File: config.mk
export PLATFORM = sky130hd
export DESIGN_NAME = string_to_integer_parser
export DESIGN_NICKNAME = d
export VERILOG_FILES = /design/src/hdl/stip_pkg.sv /design/src/hdl/stip_parse_core.sv /design/src/hdl/stip_out_stage.sv /design/src/hdl/string_to_integer_parser.sv
export SDC_FILE = /design/constraint.sdc
export NUM_CORES = 1
export LEC_CHECK = 0
export ABC_AREA = 1
export BUFFER_PORTS_ARGS = -buffer_cell sky130_fd_sc_hd__buf_2
export CELL_PAD_IN_SITES_DETAIL_PLACEMENT = 1
export CELL_PAD_IN_SITES_GLOBAL_PLACEMENT = 2
export CORE_ASPECT_RATIO = 1.1
export CORE_MARGIN = 2
export CORE_UTILIZATION = 37
export CTS_CLUSTER_DIAMETER = 40
export DETAILED_ROUTE_END_ITERATION = 7
export PLACE_DENSITY_LB_ADDON = 0.1
export SYNTH_ARGS = -nofsm -noshare
export SYNTH_HDL_FRONTEND = slang
export SYNTH_SLANG_ARGS = --single-unit
File: constraint.sdc
create_clock -name clk_i -period 7.6 [get_ports clk_i]
set_input_delay 1.9 -clock clk_i [delete_from_list [all_inputs] [get_ports clk_i]]
set_output_delay 1.9 -clock clk_i [all_outputs]
set_load 0.02 [all_outputs]
File: src/hdl/stip_pkg.sv
package stip_pkg;

  // Fixed field widths
  localparam int unsigned CHAR_W  = 8;
  localparam int unsigned RADIX_W = 5;
  localparam int unsigned VALUE_W = 64;

  // Default accumulator width
  localparam int unsigned VALUE_BITS_DEF = 64;

  // Control from the parse core to the result register
  typedef struct packed {
    logic load;   // string closed, take the result
    logic minus;  // negate on output
  } stip_res_ctrl_t;

endpackage

File: src/hdl/stip_parse_core.sv
module stip_parse_core #(
  parameter int unsigned VALUE_BITS = stip_pkg::VALUE_BITS_DEF
) (
  input  logic                          clk_i,
  input  logic                          rst_ni,
  input  logic                          step_i,
  input  logic [stip_pkg::CHAR_W-1:0]   char_i,
  input  logic                          last_i,
  input  logic [stip_pkg::RADIX_W-1:0]  radix_i,
  output stip_pkg::stip_res_ctrl_t      res_o,
  output logic [VALUE_BITS-1:0]         mag_o
);
  import stip_pkg::*;

  localparam logic [2:0] PH_START      = 3'd0;
  localparam logic [2:0] PH_AFTER_SIGN = 3'd1;
  localparam logic [2:0] PH_AFTER_ZERO = 3'd2;
  localparam logic [2:0] PH_DIGITS     = 3'd3;
  localparam logic [2:0] PH_DONE       = 3'd4;

  localparam logic [CHAR_W-1:0] CH_PLUS  = 8'h2B;
  localparam logic [CHAR_W-1:0] CH_MINUS = 8'h2D;
  localparam logic [CHAR_W-1:0] CH_0     = 8'h30;
  localparam logic [CHAR_W-1:0] CH_9     = 8'h39;
  localparam logic [CHAR_W-1:0] CH_LO_X  = 8'h78;
  localparam logic [CHAR_W-1:0] CH_UP_X  = 8'h58;
  localparam logic [CHAR_W-1:0] CH_LO_A  = 8'h61;
  localparam logic [CHAR_W-1:0] CH_LO_F  = 8'h66;
  localparam logic [CHAR_W-1:0] CH_UP_A  = 8'h41;
  localparam logic [CHAR_W-1:0] CH_UP_F  = 8'h46;

  localparam logic [RADIX_W-1:0] RADIX_DEC = 5'd10;
  localparam logic [RADIX_W-1:0] RADIX_HEX = 5'd16;
  localparam logic [RADIX_W-1:0] NO_DIGIT  = 5'd16;

  logic [2:0]            phase_q, phase_d;
  logic                  minus_q, minus_d;
  logic [RADIX_W-1:0]    active_q, active_d;
  logic [VALUE_BITS-1:0] acc_q, acc_d;

  logic [RADIX_W-1:0]    rad_w, rad_first, dig_rad;
  logic                  minus_w, prefixable, take_dig;
  logic [VALUE_BITS-1:0] acc_w, mac_w;
  logic [RADIX_W-1:0]    digit;

  // ASCII digit value, NO_DIGIT when not a hex digit
  always_comb begin
    digit = NO_DIGIT;
    if (char_i >= CH_0 && char_i <= CH_9) begin
      digit = RADIX_W'(char_i - CH_0);
    end else if (char_i >= CH_LO_A && char_i <= CH_LO_F) begin
      digit = RADIX_W'(char_i - CH_LO_A) + RADIX_DEC;
    end else if (char_i >= CH_UP_A && char_i <= CH_UP_F) begin
      digit = RADIX_W'(char_i - CH_UP_A) + RADIX_DEC;
    end
  end

  // first character of a string sees fresh state
  assign rad_w      = (phase_q == PH_START) ? radix_i : active_q;
  assign minus_w    = (phase_q == PH_START) ? 1'b0    : minus_q;
  assign acc_w      = (phase_q == PH_START) ? '0      : acc_q;
  assign prefixable = (rad_w == '0) || (rad_w == RADIX_HEX);
  assign rad_first  = (rad_w == '0) ? RADIX_DEC : rad_w;

  always_comb begin
    phase_d  = phase_q;
    minus_d  = minus_w;
    active_d = rad_w;
    take_dig = 1'b0;
    dig_rad  = rad_w;
    case (phase_q)
      PH_START, PH_AFTER_SIGN: begin
        if (phase_q == PH_START && (char_i == CH_PLUS || char_i == CH_MINUS)) begin
          minus_d = (char_i == CH_MINUS);
          phase_d = PH_AFTER_SIGN;
        end else begin
          active_d = rad_first;
          if (char_i == CH_0 && prefixable) begin
            phase_d = PH_AFTER_ZERO;
          end else begin
            take_dig = 1'b1;
            dig_rad  = rad_first;
          end
        end
      end
      PH_AFTER_ZERO: begin
        if (char_i == CH_LO_X || char_i == CH_UP_X) begin
          active_d = RADIX_HEX;
          phase_d  = PH_DIGITS;
        end else begin
          take_dig = 1'b1;
        end
      end
      PH_DIGITS: begin
        take_dig = 1'b1;
      end
      default: begin
        phase_d = PH_DONE;
      end
    endcase
    if (take_dig) begin
      phase_d = (digit >= NO_DIGIT || digit >= dig_rad) ? PH_DONE : PH_DIGITS;
    end
  end

  // one narrow multiply-add per character, wraps at VALUE_BITS
  assign mac_w = acc_w * VALUE_BITS'(dig_rad) + VALUE_BITS'(digit);
  assign acc_d = (take_dig && phase_d == PH_DIGITS) ? mac_w : acc_w;

  always_ff @(posedge clk_i or negedge rst_ni) begin
    if (!rst_ni) begin
      phase_q  <= PH_START;
      minus_q  <= 1'b0;
      active_q <= '0;
      acc_q    <= '0;
    end else if (step_i) begin
      if (last_i) begin
        phase_q  <= PH_START;
        minus_q  <= 1'b0;
        active_q <= '0;
        acc_q    <= '0;
      end else begin
        phase_q  <= phase_d;
        minus_q  <= minus_d;
        active_q <= active_d;
        acc_q    <= acc_d;
      end
    end
  end

  assign res_o.load  = step_i && last_i;
  assign res_o.minus = minus_d;
  assign mag_o       = acc_d;

endmodule

File: src/hdl/stip_out_stage.sv
module stip_out_stage #(
  parameter int unsigned VALUE_BITS = stip_pkg::VALUE_BITS_DEF
) (
  input  logic                                clk_i,
  input  logic                                rst_ni,
  input  stip_pkg::stip_res_ctrl_t            res_i,
  input  logic [VALUE_BITS-1:0]               mag_i,
  output logic                                free_o,
  output logic                                out_valid_o,
  input  logic                                out_ready_i,
  output logic signed [stip_pkg::VALUE_W-1:0] parsed_value_o
);
  import stip_pkg::*;

  logic                         valid_q;
  logic                         minus_q;
  logic [VALUE_BITS-1:0]        mag_q;
  logic signed [VALUE_BITS-1:0] val_s;

  assign free_o = !valid_q || out_ready_i;

  always_ff @(posedge clk_i or negedge rst_ni) begin
    if (!rst_ni) begin
      valid_q <= 1'b0;
    end else if (res_i.load) begin
      valid_q <= 1'b1;
    end else if (out_ready_i) begin
      valid_q <= 1'b0;
    end
  end

  always_ff @(posedge clk_i) begin
    if (res_i.load) begin
      minus_q <= res_i.minus;
      mag_q   <= mag_i;
    end
  end

  // negate and sign-extend to the port width
  assign val_s          = minus_q ? $signed(~mag_q + 1'b1) : $signed(mag_q);
  assign parsed_value_o = VALUE_W'(val_s);
  assign out_valid_o    = valid_q;

endmodule

File: src/hdl/string_to_integer_parser.sv
// The item marked last waits in the input register until the result register is free,
// then moves into it; the result is valid from that load on.
// Throughput: one character item per cycle unless a closing item waits for the
// full one-entry result register; set by the single accumulator-by-base multiply-add.
// Reset (rst_ni, asynchronous, active low): radix back to 0, parser back to
// waiting for a sign or first character, no item held, no result pending.
module string_to_integer_parser #(
  parameter int unsigned VALUE_BITS = stip_pkg::VALUE_BITS_DEF
) (
  input  logic                                clk_i,
  input  logic                                rst_ni,
  // configuration: radix register
  input  logic                                cfg_valid_i,
  output logic                                cfg_ready_o,
  input  logic [stip_pkg::RADIX_W-1:0]        radix_i,
  // character items in
  input  logic                                in_valid_i,
  output logic                                in_ready_o,
  input  logic [stip_pkg::CHAR_W-1:0]         char_code_i,
  input  logic                                end_of_string_i,
  // parsed value out
  output logic                                out_valid_o,
  input  logic                                out_ready_i,
  output logic signed [stip_pkg::VALUE_W-1:0] parsed_value_o
);
  import stip_pkg::*;

  logic [RADIX_W-1:0] radix_q;

  // input register: one character item
  logic              s1_valid_q;
  logic [CHAR_W-1:0] s1_char_q;
  logic              s1_last_q;

  logic                  out_free;
  logic                  s1_step;
  stip_res_ctrl_t        res_ctrl;
  logic [VALUE_BITS-1:0] res_mag;

  // the register is always writable; it is only sampled on a string's first item
  assign cfg_ready_o = 1'b1;

  always_ff @(posedge clk_i or negedge rst_ni) begin
    if (!rst_ni) begin
      radix_q <= '0;
    end else if (cfg_valid_i) begin
      radix_q <= radix_i;
    end
  end

  // a held item moves on unless it closes a string and the result register is full and not being taken
  assign s1_step    = s1_valid_q && (!s1_last_q || out_free);
  assign in_ready_o = !s1_valid_q || s1_step;

  always_ff @(posedge clk_i or negedge rst_ni) begin
    if (!rst_ni) begin
      s1_valid_q <= 1'b0;
    end else if (in_ready_o) begin
      s1_valid_q <= in_valid_i;
    end
  end

  always_ff @(posedge clk_i) begin
    if (in_ready_o && in_valid_i) begin
      s1_char_q <= char_code_i;
      s1_last_q <= end_of_string_i;
    end
  end

  stip_parse_core #(
    .VALUE_BITS (VALUE_BITS)
  ) u_core (
    .clk_i   (clk_i),
    .rst_ni  (rst_ni),
    .step_i  (s1_step),
    .char_i  (s1_char_q),
    .last_i  (s1_last_q),
    .radix_i (radix_q),
    .res_o   (res_ctrl),
    .mag_o   (res_mag)
  );

  stip_out_stage #(
    .VALUE_BITS (VALUE_BITS)
  ) u_out (
    .clk_i          (clk_i),
    .rst_ni         (rst_ni),
    .res_i          (res_ctrl),
    .mag_i          (res_mag),
    .free_o         (out_free),
    .out_valid_o    (out_valid_o),
    .out_ready_i    (out_ready_i),
    .parsed_value_o (parsed_value_o)
  );

`ifndef ASSERT_OFF
  // closing an item always leaves a result waiting
  a_last_gives_result: assert property (@(posedge clk_i) disable iff (!rst_ni)
    s1_step && s1_last_q |=> out_valid_o)
    else $error("closing item left no result");

  // a closing item never enters a full, stalled result register
  a_no_overwrite: assert property (@(posedge clk_i) disable iff (!rst_ni)
    res_ctrl.load |-> out_free)
    else $error("result register overwritten");

  // a held closing item blocks new input while the result is stalled
  a_stall_blocks_input: assert property (@(posedge clk_i) disable iff (!rst_ni)
    s1_valid_q && s1_last_q && out_valid_o && !out_ready_i |-> !in_ready_o)
    else $error("input taken while closing item stalled");

  // a stalled result keeps its value
  a_result_holds: assert property (@(posedge clk_i) disable iff (!rst_ni)
    out_valid_o && !out_ready_i |=> $stable(parsed_value_o))
    else $error("stalled result changed");
`endif

endmodule

After elaboration in Yosys (flattened, before gate mapping)
Cells that the tools add are included.
Storage, ports and cells
  bits in registers: 154
  bits of input ports: 19
  output and inout bits: 67
  logic and storage cells: 94
Cells by class
  add/subtract/negate cells: 7
  multiply operators: 1
  order comparisons: 8
  equality and inequality tests: 10
  mux-type cells: 33
  bitwise operators: 1
  reduce and logical (&&, ||, !) cells: 23
Operators by type and width (number)
  2-to-1 mux 64 bit: 4
  adder 64 x 1 -> 64 bit (second input constant): 1
  adder 64 x 5 -> 64 bit: 1
  multiplier 64 x 5 -> 64 bit: 1
  inverter 64 bit: 1
  2-to-1 mux 5 bit: 11
  equality test 8 x 6 -> 1 bit (second input constant): 3
  2-to-1 mux 3 bit: 6
  equality test 8 x 7 -> 1 bit (second input constant): 2
  greater-or-equal comparator 8 x 7 -> 1 bit (second input constant): 2
  less-or-equal comparator 8 x 7 -> 1 bit (second input constant): 2
  adder 5 x 4 -> 5 bit (second input constant): 2
  one-hot mux 5 bit (2 select lines): 1
  subtractor 5 x 1 -> 5 bit (second input constant): 2
  equality test 3 x 2 -> 1 bit (second input constant): 3
  logical AND 1 bit: 9
  2-to-1 mux 1 bit: 9
  one-hot mux 3 bit (3 select lines): 1
  greater-or-equal comparator 8 x 6 -> 1 bit (second input constant): 1
  less-or-equal comparator 8 x 6 -> 1 bit (second input constant): 1
  logical OR 1 bit: 7
  equality test 5 bit (second input constant): 1
  greater-or-equal comparator 5 bit: 1
  greater-or-equal comparator 5 bit (second input constant): 1
  other kinds (8): 10

Longest topological paths before layout
  depth in word-level cells: 16
  depth in mapped cells: 38
  depth with buffers taken out: 36

Modules after synthesis
A second synthesis with hierarchy kept.
Second synthesis, totals
  cell total of the unflattened synthesis: 3041
  area total of the unflattened synthesis: 20987.6 µm²
Modules (own cells, without submodules)
  stip_parse_core: times used 1, cells each 2427, area each 15987.8 µm², sequential area each 1826.8 µm²
  stip_out_stage: times used 1, cells each 574, area each 4454.3 µm², sequential area each 1976.9 µm²
  string_to_integer_parser: times used 1, cells each 40, area each 545.5 µm², sequential area each 420.4 µm²

Worst setup path before layout
OpenSTA, ideal clock, no wires.
  kind: flip-flop to flip-flop
  start point: register u_core.phase_q[2]
  end point: register u_out.mag_q[36] (data pin)
  library setup time: 0.260 ns
  data arrival time: 5.292 ns
  required time: 7.340 ns
  setup slack: 2.047 ns
  cell stages (with the launch flop): 35
  path buffers: 3
  period minus slack after synthesis: 5.553 ns
  path through: dfrtp_1 -> nor2_4 -> nand2_4 -> buf_2 -> nand2_1 -> o21ai_1 -> a21oi_1 -> nand2_1 -> nand2_1 -> nand2_1 -> nand2_1 -> inv_1 -> buf_2 -> buf_2 -> nor2_1 -> fa_1 -> fa_1 -> inv_1 -> fa_1 -> inv_1 -> ha_1 -> nand2_1 -> nor2_1 -> inv_1 -> nor2_1 -> inv_1 -> nor2_1 -> nand2_1 -> nand3_1 -> nand2_1 -> nand2_1 -> a21oi_1 -> or2_2 -> nand3_1 -> o21ai_2
On the way
  longest elaborated chain between the ends: 15
  elaborated cells between the ends (all ways): 32
  classes of those cells: 1 x add/sub; 1 x mul; 1 x order compare; 5 x eq/ne; 16 x mux; 8 x reduce/logical
RTL lines
  start, declared: RTL line stip_parse_core.sv:36  | logic [2:0] phase_q, phase_d;
  start signal, assigned: RTL line stip_parse_core.sv:123  | phase_q <= phase_d;
  branches (longest 14 deep; another with multiplier 64 x 5 -> 64 bit)
  2-to-1 mux 64 bit (*): RTL line stip_parse_core.sv:108  | assign acc_d = (take_dig && phase_d == PH_DIGITS) ? mac_w : acc_w;
  via res_mag[36]: RTL line string_to_integer_parser.sv:38  | logic [VALUE_BITS-1:0] res_mag;
  end signal, assigned: RTL line stip_out_stage.sv:35  | mag_q <= mag_i;
  end, declared: RTL line stip_out_stage.sv:17  | logic [VALUE_BITS-1:0] mag_q;
Mark *: on every way through the listed nets, which the timed path passes.
A chain may end at the register's enable or synchronous reset.

Worst setup path in the final report
  start point: register u_core.phase_q[2]
  end point: register u_out.mag_q[57] (data pin)
Same word-level chain as after synthesis.

==> summary by stage <==
Floorplan
The die span in x is 227 um. The number of top-level pins is 86. The die is approximately 250 um tall. The initial cell density of the core is a little under two fifths. The area enclosed by the die boundary is approximately 56000 um2. The area inside the core boundary is around 54000 um2. The count of standard-cell rows is 89.

Power and ir drop
The analysis attributes to cell leakage a power of ~0.011 uW. Across the VDD grid, the largest voltage drop is roughly 0.00018 V. In this run the power density over the cells is 220 nW/um2.

Place
Input and output buffers added on the ports amount to 84. The post-detailed-placement cell area is about 21000 um2. The placed instance count is 3621.

The detailed placer's ending HPWL is 61900 um. At the placement stage, the worst setup path has a slack of between 0.7 and 0.8 ns. The congestion estimate from routability-driven global placement came to approximately 0.95.

Clock tree
After clock tree synthesis, the clock-pin slew on the worst setup and hold paths is approximately 0.080 ns. The number of hold-repair buffers added at the cts stage is 0. The number of gates resized after CTS was 0. The clock passes through at most 2 buffers.

The maximum level of the CTS H-tree is 4. The clock sink count is 154. The TritonCTS buffer count is 17. TritonCTS built the clock tree. In this run the post-CTS setup repair buffer count came out at 0. CTS placed an instance of clkbuf_16 at the clock tree root.

Clock latency on the worst-skew pair, taken at its later pin, is a little over 0.5 ns.

Global routing
Entering global routing, the biggest net connects 63 pins. The initial antenna violation count came to 0. The total global routing track utilization is 27.5%. Global routing finished with a remaining overflow of 0. The number of global-route vias before repair was roughly 20k. The first global-routing pass estimated approximately 120000 um of wire.

Outcome
The run finished with clean final reports.

Route
The pre-antenna-repair detailed-routing pass consisted of 5 iterations. After detailed routing, the number of remaining DRC violations is 0. The total number of vias is around 19k. Dividing the detail-routed wire length by the instance count gives between 20 and 25 um. Once detail routing completed, the nets flagged for antenna violations numbered 0. Using the TritonRoute via totals, the vias-per-cell ratio works out to ~5.1. The sum of routed wire length over all layers is between 70000 and 80000 um. The count of routing violations after the opening detailed-route iteration is approximately 1.1k.

Worst setup path
The slowest stage of the critical path belongs to the cell fa_1. The critical path startpoint category is a flip-flop. Data on the critical path arrives at its endpoint at 7.12 ns. In this run the register-to-register setup slack is 0.74 ns. The cell with the most instances on the worst path is nand2_1. The kind of critical path is flip-flop to flip-flop.

At the worst endpoint, the required time is 7.86 ns. On the worst path, the slowest cell contributes a delay of 0.56 ns. The endpoint kind of the worst setup timing path is a flip-flop. The top fanout value on the critical path is 30.

The worst register-to-register path has a depth of 29.

Finish
In the final design database the tool counted between 3k and 4k nets. The share of cells above drive strength 1 is 7.01%. The count of non-filler cells in the finished layout is about 3.7k. Once layout is done, the placed cells without fillers occupy between 20000 and 25000 um2. The number of diodes is 0. The area growth from synthesis to layout is 9.58%.

Synth
The number of register bits inferred by synthesis is 154. A synthesized cell averages 7.08 um2. Synthesis produced a netlist whose cell count is about 2.8k. The count of distinct cell types in the synthesized netlist is 55.

Counting every net in the synthesized netlist gives between 3k and 4k. Sequential cells were found to cover between 20% and 30% of the synthesized design area. Yosys printed 0 warnings. The cell area that synthesis handed to floorplanning was just over 20000 um2.

STA
Headroom to the max-slew limit came out at approximately a third. For the pin with the worst max-slew slack, the measured transition is between 1 and 1.5 ns. The final hold slack is between 0.4 and 0.5 ns.

The number of pins exceeding their max-slew limit in the final report is 0. For the final routed database, the setup TNS stands at 0 ns. The shortest period the worst path allows is ~6.9 ns. The final worst setup slack is approximately 0.74 ns. Setup violations remaining at the end of the flow were counted as 0.

Setup repair after global routing left no endpoint under its margin. The final critical path takes up between 90% and 100% of the cycle. For the final database, setup skew stands at 0.0216 ns. The maximum operating frequency is around 0.15 GHz.

The count of final hold-check violations was 0.

Flow run
The number of max-capacitance violations reported is 0.

Worst hold path
The tightest min-delay check is of the flip-flop to flip-flop type. The depth of the worst hold-timing path is 2.
## where the power goes
part	internal (uW)	total, uW	switching, uW
sequential	1080	1220	146
clock	502	953	451
combinational	739	2690	1950
total	2320	4870	2550
## per-stage QoR
step | util (%) | power, uW
6_report | 41.1 | 4870
5_1_grt | 41.1 | 5220
4_1_cts | 41.1 | 4910
3_5_place_dp | 39.9 | 3940
3_3_place_gp | 39.9 | 3880
2_1_floorplan | - | 2920
## metal layers
layer  part of all wire, %  vias up  global-route usage [%]
met4                   2.6        0                    8.29
met5                     0        -                       0
met3                   3.9       74                    3.48
met2                    49      335                    46.7
met1                    45     9335                    36.5
li1                      -     8908                       -
## area by class of cell
| type | count | area, um2 |
|---|---|---|
| fill | 6900 | 31700 |
| multi-input combinational | 2073 | 13500 |
| sequential | 154 | 4220 |
| inverter | 547 | 2050 |
| tap | 728 | 911 |
| timing repair buffer | 119 | 736 |
| clock buffer | 17 | 425 |
| clock inverter | 15 | 201 |
## sequential cells by signal, summed over array words and instances, names as in the netlist
signal             flops
radix_q                5
s1_char_q              8
s1_last_q              1
s1_valid_q             1
u_core.acc_q          64
u_core.active_q        5
u_core.minus_q         1
u_core.phase_q         3
u_out.mag_q           64
u_out.minus_q          1
u_out.out_valid_o      1
## worst max-delay path: cells and delay by family (launching register included)
kind	cells	cell delay, ns
AO/OA/AOI/OAI	4	1.38
adder cells (fa/ha/maj)	4	1.93
buffers and inverters	5	0.51
flip-flops	1	0.43
AND/OR/NAND/NOR	16	2.33
## cells in the mapped netlist, drive strengths merged
cell type    n  share of area, %
a21o         9              0.34
nand2      591                11
nand3      102               2.7
nor4         7              0.22
inv        544                10
a41oi        1             0.043
nor4b        1             0.043
nand4       26              0.81
o311ai       1              0.13
o22ai        6              0.25
a31o         1             0.043
or2          7              0.22
o211ai       8              0.30
clkinv       3             0.056
buf         32              0.95
mux2         1             0.056
o21bai      15              0.56
xor2        71               3.1
fa         183                18
a21boi       4              0.15
dfrtp       80               9.9
edfxtp      74                11
and2         2             0.062
nor3        26              0.72
and3         3             0.093
o21ai      159               4.2
a31oi       12              0.37
a22oi        1             0.037
clkbuf      43              0.80
ha         134               8.3
o31ai        4              0.15
a21oi      103               2.6
nand3b       4              0.15
xnor2       36               1.6
a211oi       2             0.074
o211a        1             0.050
conb         1             0.019
o21a        10              0.37
nor2       541                10
## layout by cell type, fill, tap and decap left out, types with 4 or more instances in the layout
cell,n
inv_2,7
o21ai_2,14
buf_2,83
buf_4,32
o22ai_1,4
a21o_1,9
nor3_1,23
o21a_1,10
fa_1,183
nand2_2,6
nor2_2,4
nand2_1,583
nor2_1,535
clkinv_8,4
xor2_1,71
inv_1,537
o31ai_1,4
o21bai_1,15
a31oi_1,12
buf_12,4
dfrtp_1,80
o21ai_1,40
clkbuf_16,17
nand4_1,26
xnor2_1,36
inv_6,5
edfxtp_1,74
a21oi_1,103
or2_2,6
o21ai_0,105
nand3b_1,4
nor4_1,7
nand3_1,98
o211ai_1,8
ha_1,134
## cells by family (layout without fill, tap and decap cells)
family	after synthesis	in the layout	share of synthesized area (%)
XOR/XNOR	107	107	4.65
adder cells (fa/ha/maj)	317	317	26.5
AO/OA/AOI/OAI	337	337	9.63
flip-flops	154	154	21.0
other	1	1	0.0186
AND/OR/NAND/NOR	1310	1310	26.3
multiplexers	1	1	0.0559
buffers and inverters	622	698	11.9
## worst paths after layout
| path | to | start |
|---|---|---|
| min reg2reg | u_core.acc_q[40] | u_core.acc_q[40] |
| min in group asynchronous | u_core.acc_q[11] | rst_ni |
| min | u_core.acc_q[40] | u_core.acc_q[40] |
| max | u_out.mag_q[57] | u_core.phase_q[2] |
| max in group asynchronous | u_core.acc_q[45] | rst_ni |
| max reg2reg | u_out.mag_q[57] | u_core.phase_q[2] |
Note: power is estimated with default switching activity, not from simulation.
